`config.mk`:
```
export PLATFORM = sky130hd
export DESIGN_NAME = vgm_opl_command_parser_core
export DESIGN_NICKNAME = d
export VERILOG_FILES = /design/src/vocp_pkg.sv /design/src/vgm_opl_command_parser_core.sv /design/src/vocp_front.sv /design/src/vocp_queue.sv /design/src/vocp_back.sv
export VERILOG_INCLUDE_DIRS = /design/src /design/src/src
export SDC_FILE = /design/constraint.sdc
export NUM_CORES = 1
export LEC_CHECK = 0
export ABC_AREA = 1
export BUFFER_PORTS_ARGS = -buffer_cell sky130_fd_sc_hd__buf_2
export CORE_UTILIZATION = 45
export CTS_BUF_LIST = sky130_fd_sc_hd__clkbuf_16
export CTS_CLUSTER_DIAMETER = 40
export DETAILED_ROUTE_END_ITERATION = 10
export PLACE_DENSITY = 0.63
export SYNTH_ARGS = -nofsm -noshare
export SYNTH_HDL_FRONTEND = slang
export SYNTH_SLANG_ARGS = --single-unit
```
`constraint.sdc`:
```
create_clock -name clk_i -period 15.55 [get_ports clk_i]
set_input_delay 0.7775 -clock clk_i [delete_from_list [all_inputs] [get_ports clk_i]]
set_output_delay 0.7775 -clock clk_i [all_outputs]
set_load 0.05 [all_outputs]
```
`src/vgm_opl_command_parser_core_defines.svh`:
```
// ----------------------------------------------------------------------------
// vgm opl command parser assertion macros
// shared concurrent assertion forms, clocked on clk_i, off during reset
// ----------------------------------------------------------------------------
`ifndef VGM_OPL_COMMAND_PARSER_CORE_DEFINES_SVH
`define VGM_OPL_COMMAND_PARSER_CORE_DEFINES_SVH

// same-cycle implication
`define VOCP_ASSERT_IMP(label, ante, cons) \
  label: assert property (@(posedge clk_i) disable iff (!rst_ni) (ante) |-> (cons)) \
    else $error("vocp assertion failed");

// next-cycle implication
`define VOCP_ASSERT_NXT(label, ante, cons) \
  label: assert property (@(posedge clk_i) disable iff (!rst_ni) (ante) |=> (cons)) \
    else $error("vocp assertion failed");

`endif

```
`src/vocp_pkg.sv`:
```
// ----------------------------------------------------------------------------
// vocp_pkg
// types and constants shared by the vgm command parser modules
// ----------------------------------------------------------------------------
package vocp_pkg;

  // stream command bytes
  localparam logic [7:0] CmdRegWrite = 8'h5A;
  localparam logic [7:0] CmdWaitN    = 8'h61;
  localparam logic [7:0] CmdWaitNtsc = 8'h62;
  localparam logic [7:0] CmdWaitPal  = 8'h63;
  localparam logic [7:0] CmdEnd      = 8'h66;
  localparam logic [3:0] CmdShortHi  = 4'h7;

  localparam logic [15:0] WaitNtsc = 16'd735;
  localparam logic [15:0] WaitPal  = 16'd882;

  localparam logic [16:0] SamplesPerSec = 17'd44100;
  localparam logic [16:0] TwoSeconds    = 17'd88200;
  localparam logic [9:0]  SecondsMax    = 10'd1023;
  localparam logic [9:0]  MaxSecReset   = 10'd999;

  typedef enum logic [1:0] {
    KIND_WRITE = 2'd0,
    KIND_WAIT  = 2'd1,
    KIND_END   = 2'd2
  } result_kind_e;

  typedef struct packed {
    logic [7:0] stream_byte;
    logic       stream_last;
  } in_item_t;

  typedef struct packed {
    logic [1:0]  result_kind;
    logic [7:0]  reg_addr;
    logic [7:0]  reg_data;
    logic [15:0] wait_samples;
    logic        play_stopped;
  } out_item_t;

  // decoded command passed from front to back
  typedef struct packed {
    result_kind_e kind;
    logic [7:0]   addr;
    logic [7:0]   data;
    logic [15:0]  wait_len;
  } cmd_t;

  typedef struct packed {
    logic full;
    logic empty;
  } q_status_t;

endpackage

```
`src/vgm_opl_command_parser_core.sv`:
```
// ----------------------------------------------------------------------------
// vgm_opl_command_parser_core
// vgm command stream parser: register writes, waits, end of song, play limit
// ----------------------------------------------------------------------------
// Feed the stream one byte per request; a new byte is taken every cycle
// while the downstream takes results, so the sustained rate is one byte
// per clock. A byte that completes a command is written into the command
// queue, then taken by the accounting stage into its output register. The
// two-entry queue lets the decoder keep taking bytes while the output is
// stalled, until the queue fills; in_stall_o rises only when that queue is
// full. Commands that take more bytes (register write, 16-bit wait) give no
// result on their earlier bytes, and unknown bytes are skipped. Once play
// stops (end tag, last byte or the second limit) every later byte is accepted
// and dropped until reset. max_play_seconds is written through cfg_we_i /
// cfg_data_i by the user only while idle; the block does not enforce it.
// ----------------------------------------------------------------------------
module vgm_opl_command_parser_core (
  input  logic                clk_i,
  input  logic                rst_ni,
  // stream byte requests
  input  logic                in_valid_i,
  output logic                in_stall_o,
  input  vocp_pkg::in_item_t  in_data_i,
  // result requests
  output logic                out_valid_o,
  input  logic                out_stall_i,
  output vocp_pkg::out_item_t out_data_o,
  // max_play_seconds register
  input  logic                cfg_we_i,
  input  logic [9:0]          cfg_data_i
);
  import vocp_pkg::*;

  logic      [9:0] max_sec_q;
  logic            in_accept;
  logic            push;
  logic            pop;
  cmd_t            front_cmd;
  cmd_t            head_cmd;
  q_status_t       q_status;

  // stall only on a full queue, never on the output side directly
  assign in_stall_o = q_status.full;
  assign in_accept  = in_valid_i && !in_stall_o;

  // second limit register
  always_ff @(posedge clk_i or negedge rst_ni) begin
    if (!rst_ni) begin
      max_sec_q <= MaxSecReset;
    end else if (cfg_we_i) begin
      max_sec_q <= cfg_data_i;
    end
  end

  // decoder: phase tracking and command classification
  vocp_front u_front (
    .clk_i    (clk_i),
    .rst_ni   (rst_ni),
    .accept_i (in_accept),
    .in_i     (in_data_i),
    .push_o   (push),
    .cmd_o    (front_cmd)
  );

  // decoupling queue
  vocp_queue u_queue (
    .clk_i    (clk_i),
    .rst_ni   (rst_ni),
    .push_i   (push),
    .cmd_i    (front_cmd),
    .pop_i    (pop),
    .cmd_o    (head_cmd),
    .status_o (q_status)
  );

  // accounting and output register
  vocp_back u_back (
    .clk_i       (clk_i),
    .rst_ni      (rst_ni),
    .max_sec_i   (max_sec_q),
    .cmd_i       (head_cmd),
    .q_status_i  (q_status),
    .pop_o       (pop),
    .out_valid_o (out_valid_o),
    .out_stall_i (out_stall_i),
    .out_o       (out_data_o)
  );

endmodule

```
`src/vocp_front.sv`:
```
// ----------------------------------------------------------------------------
// vocp_front
// byte-level command decoder: tracks the parse phase, emits decoded commands
// ----------------------------------------------------------------------------
module vocp_front (
  input  logic               clk_i,
  input  logic               rst_ni,
  input  logic               accept_i,
  input  vocp_pkg::in_item_t in_i,
  output logic               push_o,
  output vocp_pkg::cmd_t     cmd_o
);
  import vocp_pkg::*;

  typedef enum logic [4:0] {
    PH_IDLE    = 5'b00001,
    PH_WR_ADDR = 5'b00010,
    PH_WR_DATA = 5'b00100,
    PH_WAIT_LO = 5'b01000,
    PH_WAIT_HI = 5'b10000
  } phase_e;

  phase_e     phase_q, phase_d;
  logic       live_q, live_d;
  logic [7:0] addr_q, addr_d;
  logic [7:0] wlo_q, wlo_d;
  logic [7:0] b;

  assign b = in_i.stream_byte;

  always_comb begin
    phase_d = phase_q;
    live_d  = live_q;
    addr_d  = addr_q;
    wlo_d   = wlo_q;
    push_o  = 1'b0;
    cmd_o   = '{kind: KIND_WRITE, addr: 8'd0, data: 8'd0, wait_len: 16'd0};
    if (accept_i && live_q) begin
      unique case (phase_q)
        PH_WR_ADDR: begin
          addr_d  = b;
          phase_d = PH_WR_DATA;
        end
        PH_WR_DATA: begin
          push_o     = 1'b1;
          cmd_o.addr = addr_q;
          cmd_o.data = b;
          phase_d    = PH_IDLE;
        end
        PH_WAIT_LO: begin
          wlo_d   = b;
          phase_d = PH_WAIT_HI;
        end
        PH_WAIT_HI: begin
          push_o         = 1'b1;
          cmd_o.kind     = KIND_WAIT;
          cmd_o.wait_len = {b, wlo_q};
          phase_d        = PH_IDLE;
        end
        default: begin
          phase_d = PH_IDLE;
          priority if (b == CmdRegWrite) begin
            phase_d = PH_WR_ADDR;
          end else if (b == CmdWaitN) begin
            phase_d = PH_WAIT_LO;
          end else if (b == CmdWaitNtsc) begin
            push_o         = 1'b1;
            cmd_o.kind     = KIND_WAIT;
            cmd_o.wait_len = WaitNtsc;
          end else if (b == CmdWaitPal) begin
            push_o         = 1'b1;
            cmd_o.kind     = KIND_WAIT;
            cmd_o.wait_len = WaitPal;
          end else if (b == CmdEnd) begin
            push_o     = 1'b1;
            cmd_o.kind = KIND_END;
            live_d     = 1'b0;
          end else if (b[7:4] == CmdShortHi) begin
            push_o         = 1'b1;
            cmd_o.kind     = KIND_WAIT;
            cmd_o.wait_len = 16'({12'd0, b[3:0]} + 16'd1);
          end else begin
            // unknown byte, skip
            phase_d = PH_IDLE;
          end
        end
      endcase
    end
    if (accept_i && in_i.stream_last) begin
      live_d  = 1'b0;
      phase_d = PH_IDLE;
    end
  end

  always_ff @(posedge clk_i or negedge rst_ni) begin
    if (!rst_ni) begin
      phase_q <= PH_IDLE;
      live_q  <= 1'b1;
    end else begin
      phase_q <= phase_d;
      live_q  <= live_d;
    end
  end

  always_ff @(posedge clk_i) begin
    addr_q <= addr_d;
    wlo_q  <= wlo_d;
  end

endmodule

```
`src/vocp_queue.sv`:
```
// ----------------------------------------------------------------------------
// vocp_queue
// two-entry command queue between decoder and accounting stage
// ----------------------------------------------------------------------------
module vocp_queue (
  input  logic                clk_i,
  input  logic                rst_ni,
  input  logic                push_i,
  input  vocp_pkg::cmd_t      cmd_i,
  input  logic                pop_i,
  output vocp_pkg::cmd_t      cmd_o,
  output vocp_pkg::q_status_t status_o
);
  import vocp_pkg::*;

  cmd_t       mem_q [2];
  logic       wr_q, rd_q;
  logic [1:0] cnt_q;

  assign cmd_o          = mem_q[rd_q];
  assign status_o.full  = (cnt_q == 2'd2);
  assign status_o.empty = (cnt_q == 2'd0);

  always_ff @(posedge clk_i or negedge rst_ni) begin
    if (!rst_ni) begin
      wr_q  <= 1'b0;
      rd_q  <= 1'b0;
      cnt_q <= 2'd0;
    end else begin
      if (push_i) wr_q <= ~wr_q;
      if (pop_i) rd_q <= ~rd_q;
      unique case ({push_i, pop_i})
        2'b10:   cnt_q <= cnt_q + 2'd1;
        2'b01:   cnt_q <= cnt_q - 2'd1;
        default: cnt_q <= cnt_q;
      endcase
    end
  end

  always_ff @(posedge clk_i) begin
    if (push_i) mem_q[wr_q] <= cmd_i;
  end

endmodule

```
`src/vocp_back.sv`:
```
// ----------------------------------------------------------------------------
// vocp_back
// wait accounting, second limit, play state and registered result output
// ----------------------------------------------------------------------------
`include "vgm_opl_command_parser_core_defines.svh"

module vocp_back (
  input  logic                clk_i,
  input  logic                rst_ni,
  input  logic [9:0]          max_sec_i,
  input  vocp_pkg::cmd_t      cmd_i,
  input  vocp_pkg::q_status_t q_status_i,
  output logic                pop_o,
  output logic                out_valid_o,
  input  logic                out_stall_i,
  output vocp_pkg::out_item_t out_o
);
  import vocp_pkg::*;

  logic [16:0] frac_q, frac_d;
  logic [9:0]  sec_q, sec_d;
  logic        playing_q, playing_d;
  logic        valid_q, valid_d;
  out_item_t   out_q, out_d;
  logic [16:0] sum;
  logic [1:0]  ticks;
  logic [10:0] sec_sum;
  logic        stop;

  assign pop_o       = !q_status_i.empty && (!valid_q || !out_stall_i);
  assign out_valid_o = valid_q;
  assign out_o       = out_q;

  // up to two second ticks per wait, fraction stays below one second
  always_comb begin
    sum = frac_q + {1'b0, cmd_i.wait_len};
    priority if (sum >= TwoSeconds) begin
      ticks  = 2'd2;
      frac_d = sum - TwoSeconds;
    end else if (sum >= SamplesPerSec) begin
      ticks  = 2'd1;
      frac_d = sum - SamplesPerSec;
    end else begin
      ticks  = 2'd0;
      frac_d = sum;
    end
    sec_sum = {1'b0, sec_q} + {9'd0, ticks};
    sec_d   = (sec_sum > {1'b0, SecondsMax}) ? SecondsMax : sec_sum[9:0];
    stop    = (ticks != 2'd0) && !(sec_d < max_sec_i);
  end

  always_comb begin
    playing_d = playing_q;
    valid_d   = valid_q && out_stall_i;
    out_d     = out_q;
    if (pop_o && playing_q) begin
      valid_d           = 1'b1;
      out_d.result_kind = cmd_i.kind;
      out_d.reg_addr    = 8'd0;
      out_d.reg_data    = 8'd0;
      out_d.wait_samples = 16'd0;
      out_d.play_stopped = 1'b0;
      unique case (cmd_i.kind)
        KIND_WRITE: begin
          out_d.reg_addr = cmd_i.addr;
          out_d.reg_data = cmd_i.data;
        end
        KIND_WAIT: begin
          out_d.wait_samples = cmd_i.wait_len;
          out_d.play_stopped = stop;
          if (stop) playing_d = 1'b0;
        end
        KIND_END: begin
          out_d.play_stopped = 1'b1;
          playing_d          = 1'b0;
        end
        default: valid_d = 1'b0;
      endcase
    end
  end

  always_ff @(posedge clk_i or negedge rst_ni) begin
    if (!rst_ni) begin
      frac_q    <= 17'd0;
      sec_q     <= 10'd0;
      playing_q <= 1'b1;
      valid_q   <= 1'b0;
    end else begin
      if (pop_o && playing_q && (cmd_i.kind == KIND_WAIT)) begin
        frac_q <= frac_d;
        sec_q  <= sec_d;
      end
      playing_q <= playing_d;
      valid_q   <= valid_d;
    end
  end

  always_ff @(posedge clk_i) begin
    out_q <= out_d;
  end

  `VOCP_ASSERT_NXT(a_stop_sticky, !playing_q, !playing_q)
  `VOCP_ASSERT_NXT(a_drop_after_stop, pop_o && !playing_q, !valid_q)
  `VOCP_ASSERT_NXT(a_end_stops, pop_o && playing_q && (cmd_i.kind == KIND_END), !playing_q)
  `VOCP_ASSERT_NXT(a_sec_monotonic, 1'b1, sec_q >= $past(sec_q))

endmodule

```
After elaboration in Yosys (flattened, before gate mapping)

Memories as Yosys holds them, arrays and structs flattened.
Cells that the tools add are included.

Memory bits (writable): 68
Register bits: 100
Input port bits: 24
Memories kept: 1
Logic and storage cells: 132

Add/subtract/negate cells: 7
Equal/unequal tests: 21
Order comparisons: 4
Reduce and logical (&&, ||, !) cells: 30
Muxes and demuxes: 50
Bitwise operators: 2

Memory list:

| name          | depth | bits a word | rd ports | clocked after memory_dff | write ports | line             | RTL |
|---|---|---|---|---|---|---|---|
| u_queue.mem_q | 2     | 34          | 1        | 0                        | 1           | vocp_queue.sv:16 | `cmd_t mem_q [2];` |

Operator list:

| operator                                              | count |
|---|---|
| two-way mux 16 bit                                    | 7 |
| equality test 8 x 7 -> 1 bit, second input constant   | 5 |
| two-way mux 17 bit                                    | 2 |
| two-way mux 34 bit                                    | 1 |
| one-hot mux 16 bit (2 select lines)                   | 1 |
| two-way mux 1 bit                                     | 22 |
| adder 17 x 16 -> 17 bit                               | 1 |
| >= comparator 17 x 16 -> 1 bit, second input constant | 1 |
| >= comparator 17 bit, second input constant           | 1 |
| subtractor 17 x 16 -> 17 bit, second input constant   | 1 |
| subtractor 17 bit, second input constant              | 1 |
| two-way mux 5 bit                                     | 3 |
| one-hot mux 5 bit (3 select lines)                    | 1 |
| two-way mux 2 bit                                     | 6 |
| adder 10 x 2 -> 11 bit                                | 1 |
| > comparator 11 x 10 -> 1 bit, second input constant  | 1 |
| < comparator 10 bit                                   | 1 |
| two-way mux 10 bit                                    | 1 |
| nonzero test 2 bit                                    | 5 |
| logical AND 1 bit                                     | 8 |
| != test 2 bit, second input constant                  | 4 |
| one-hot mux 2 bit (2 select lines)                    | 2 |
| AND reduction 7 bit                                   | 1 |
| equality test 2 bit, second input constant            | 3 |
| other kinds (21)                                      | 34 |

Logic depth before layout (Yosys ltp)

An unclocked memory read counts as a cell.

Word-level depth: 13
Gate-level depth with buffers: 43

Modules after synthesis

A second synthesis with hierarchy kept.

Cells, all modules: 1236
Area total of the unflattened synthesis: 10030.9 um^2

Modules (own cells, without submodules):

| module                      | area an instance (um^2) | times used | cells an instance |
|---|---|---|---|
| vocp_back                   | 5387.7                  | 1          | 788 |
| vocp_queue                  | 2767.7                  | 1          | 202 |
| vocp_front                  | 1480.2                  | 1          | 202 |
| vgm_opl_command_parser_core | 395.4                   | 1          | 44 |

Worst setup path after synthesis

Ideal clock, no wire load.

Path kind: register to register
Start: reg u_queue.rd_q
End: reg u_back.out_q (netlist bit u_back.out_o[0]), data pin
Data arrival time: 5.506 ns
Stages on the path, launching flop included: 39
Path slack: 9.788 ns
Data required time: 15.294 ns
Path through: dfrtp_1 -> clkbuf_1 -> clkinv_1 -> or2_2 -> o21ai_0 -> inv_1 -> ha_1 -> nand3_1 -> nand3_1 -> xor2_1 -> inv_1 -> ha_1 -> nand2_1 -> inv_1 -> nand3_1 -> nand2_1 -> nand3_2 -> nand3_2 -> [3 not listed] -> nand2_2 -> inv_1 -> ha_1 -> inv_1 -> fa_1 -> nor3_1 -> nand2_1 -> nor2_1 -> nand2_1 -> a21boi_0 -> o21ai_0 -> ha_1 -> a21oi_1 -> o21ai_0 -> a21oi_1 -> a21oi_1 -> nand2_1 -> a21boi_1

RTL lines:

| what                   | line             | RTL |
|---|---|---|
| from (decl)            | vocp_queue.sv:17 | `logic wr_q, rd_q;` |
| from (signal assigned) | vocp_queue.sv:31 | `if (pop_i) rd_q <= ~rd_q;` |
| to (signal assigned)   | vocp_back.sv:99  | `out_q <= out_d;` |
| to (decl)              | vocp_back.sv:24  | `out_item_t out_q, out_d;` |

==> impl_metrics.tcl <==
set metrics [dict create \
    status "finished clean" \
    synth-simple-area-share_pct 28.0 \
    synth_top_cell_area_share_pct 37.3 \
    overflow 0 \
    fillers 1951 \
    drive_gt1_share_pct 15.8 \
    slew_headroom_pct 29.2 \
    diodes 0 \
    cts_tree "yes" \
    fin_crit_ns 6.82 \
    synthMuxAreaShare_pct 0 \
    core-area_um2 20600 \
    synth_warnings 0 \
    synth_top_family_by_area "simple AND/OR/NAND/NOR gates" \
    async_flop_share_pct 29.2 \
    slowest_stage "o21ai_0" \
    die_w_um 148 \
    max_freq_ghz 0.147 \
    leakage_nw 4.70 \
    path_clk_slew_ns 0.08 \
    cts_resized 0 \
    synth_ff_type "edfxtp_1" \
    antenna_found_initial 0 \
    wirelength_um 22700 \
    nets 1239 \
    cp.arrival_ns 7.01 \
    syn-cell-area_um2 9570 \
    worst_skew_pair.late_latency_ns 0.43 \
    ios 61 \
    layout_common_cells "280 x nand2_1, 125 x inv_1, 119 x edfxtp_1" \
    place_inst 1424 \
    rsz0062_at_grt "no" \
    final_antenna_net_count 0 \
    cap_violations 0 \
    fin_skew_ns 0.0143 \
    hold_viol 0 \
    period_share_pct 43.9 \
    synth_compound_area_share_pct 7.48 \
    grtUsageTotal_pct 22.0 \
    postLayoutCoreUtil_pct 52.3 \
    synth_edf_count 119 \
    cp-start-kind "flop" \
    p_per_area_nw_per_um2 88.2 \
    cts.path.max_buffers 2 \
    use_met2_pct 34.4 \
    htreeDepth 4 \
    top_usage_layer "met2" \
    rows 52 \
    dp_hpwl_um 16200 \
    netlist_instances 1115 \
    instances_no_fill 1456 \
    cp_max_fo 34 \
    ir_drop_uv 79.6 \
    tightest_slew_ns 1.06 \
    dieArea_um2 21900 \
    end_kind "flop" \
    first_global_vias 7147 \
    grt_max_degree 50 \
    hold_class "in -> async" \
    synth_fa_ha_area_share_pct 5.65 \
    io_buffer_count 60 \
    grt_pass1_wl_um 37200 \
    crit_family "simple AND/OR/NAND/NOR gates" \
    path_buf_inv 6 \
    die_y_um 148 \
    cts_setup_buffers 0 \
    ys_seq_elements 168 \
    area_growth_pct 12.4 \
    vias_per_cell 5.15 \
    mostFrequentLayoutCell "nand2_1" \
    start_util_pct 46.6 \
    slew_violations 0 \
    drt_iter0_markers 623 \
    tns_ns 0 \
    synth_top_area_cell "edfxtp_1" \
    synth-xor-area-share_pct 1.74 \
    clkSinkCount 168 \
    critPathRequiredTime_ns 15.73 \
    synth.area.top_cells "edfxtp_1 37%, nand2_1 11%, dfrtp_1 9.9%" \
    drc_errors 0 \
    grt_util_met1_pct 32.4 \
    crit_type "reg -> reg" \
    gp_congestion 0.943 \
    firstDrtPassIters 5 \
    cpPeakStageDelay_ns 0.49 \
    avgRoutedWirePerCell_um 15.6 \
    synth_cell_types 49 \
    finalSetupViolCount 0 \
    met3_usage_pct 3.02 \
    vias 7502 \
    synth_nets 1181 \
    cts_buffers 17 \
    cts_root_buf "clkbuf_16" \
    yosysSeqAreaShare_pct 50.3 \
    synth.avg_cell_area_um2 8.58 \
    cts-hold-fix-buffers 0 \
]
-- worst reg2reg max path: cells and delay by family, from the launching register on --
family	cells	cell delay (ns)
AO/OA/AOI/OAI	8	1.31
XOR/XNOR	1	0.37
adder cells (fa/ha/maj)	5	1.47
buffers and inverters	6	0.70
flip-flops	1	0.39
AND/OR/NAND/NOR	16	2.35
-- path summary, 6_finish.rpt --
check / from / endpoint / slack, ns / cells after the start
min in group clk_i: u_front.live_q / u_front.live_q / 0.47 / 2
min: rst_ni / u_back.frac_q[10] / 0.45 / 2
min reg2reg: u_front.live_q / u_front.live_q / 0.47 / 2
max reg2reg: u_queue.rd_q / u_back.out_o[0] / 8.73 / 36
max: u_queue.rd_q / u_back.out_o[0] / 8.73 / 36
max in group asynchronous: rst_ni / u_queue.wr_q / 14.63 / 2
-- sequential cells by signal, indices dropped and copies added, names as in the netlist --
name,cells
u_front.addr_q,8
u_back.out_valid_o,1
u_queue.rd_q,1
u_back.frac_q,17
u_back.out_o,35
u_front.wlo_q,8
u_back.sec_q,10
u_queue.wr_q,1
u_back.playing_q,1
u_front.live_q,1
max_sec_q,10
u_front.phase_q,5
u_queue.cnt_q,2
u_queue.mem_q,68
-- Yosys cell counts, types with 2 or more instances --
cell type	number
a211oi_1	2
a21boi_1	6
a21oi_1	51
a21oi_2	2
a31oi_1	2
and2_1	3
buf_2	3
buf_6	3
clkbuf_1	19
clkinv_1	2
dfrtp_1	38
dfstp_2	11
edfxtp_1	119
fa_1	2
ha_1	40
inv_1	125
inv_2	7
nand2_1	280
nand2_2	22
nand2_4	6
nand3_1	62
nand3_2	11
nand3b_1	3
nand4_1	29
nor2_1	120
nor2_2	6
nor3_1	26
nor4_1	2
o21ai_0	55
o21ai_1	6
o32ai_1	2
or2_2	16
xnor2_1	3
xor2_1	16
-- cells by family (layout without fill, tap and decap cells) --
logic type / after synthesis / count (layout)
AOI/OAI and AO/OA: 132 / 132
xor gates and xnor gates: 19 / 19
adders and majority gates: 42 / 42
buffers and inverters: 163 / 234
DFF: 168 / 168
and+or+nand+nor: 591 / 591
-- layer usage --
layer,routed length [um],vias to the layer above,part of all wire [%]
met1,11200,3500,50
met3,989,23,4.4
met4,289,0,1.3
li1,-,3809,-
met2,10100,170,45
met5,0,-,0
-- per-stage QoR --
stage,worst slack [ns],total power (W),cell area (um^2),hold slack (ns)
finish,8.73,0.000949,10800,0.451
global route,7.83,0.000975,10800,0.502
CTS,8.78,0.000957,10800,0.475
detailed placement,8.77,0.000510,10100,0.467
global placement,9.04,0.000509,10100,0.467
floorplan,9.79,0.000499,9570,0.434
-- final cells by class --
type	count	area [um^2]	share of cell area, %
flip-flops and latches	168	4810	44.7
multi-input cells	784	4120	38.3
inverters	135	509	4.73
clock buffers	17	425	3.95
repair buffers	67	353	3.28
well taps	270	338	3.14
clock inverters	15	200	1.86
-- report_power, final --
part           switching (W)  internal [W]
combinational      0.0000136    0.00000636
clock               0.000203      0.000247
sequential       0.000000736      0.000479
Note: power is estimated with default switching activity, not from simulation.
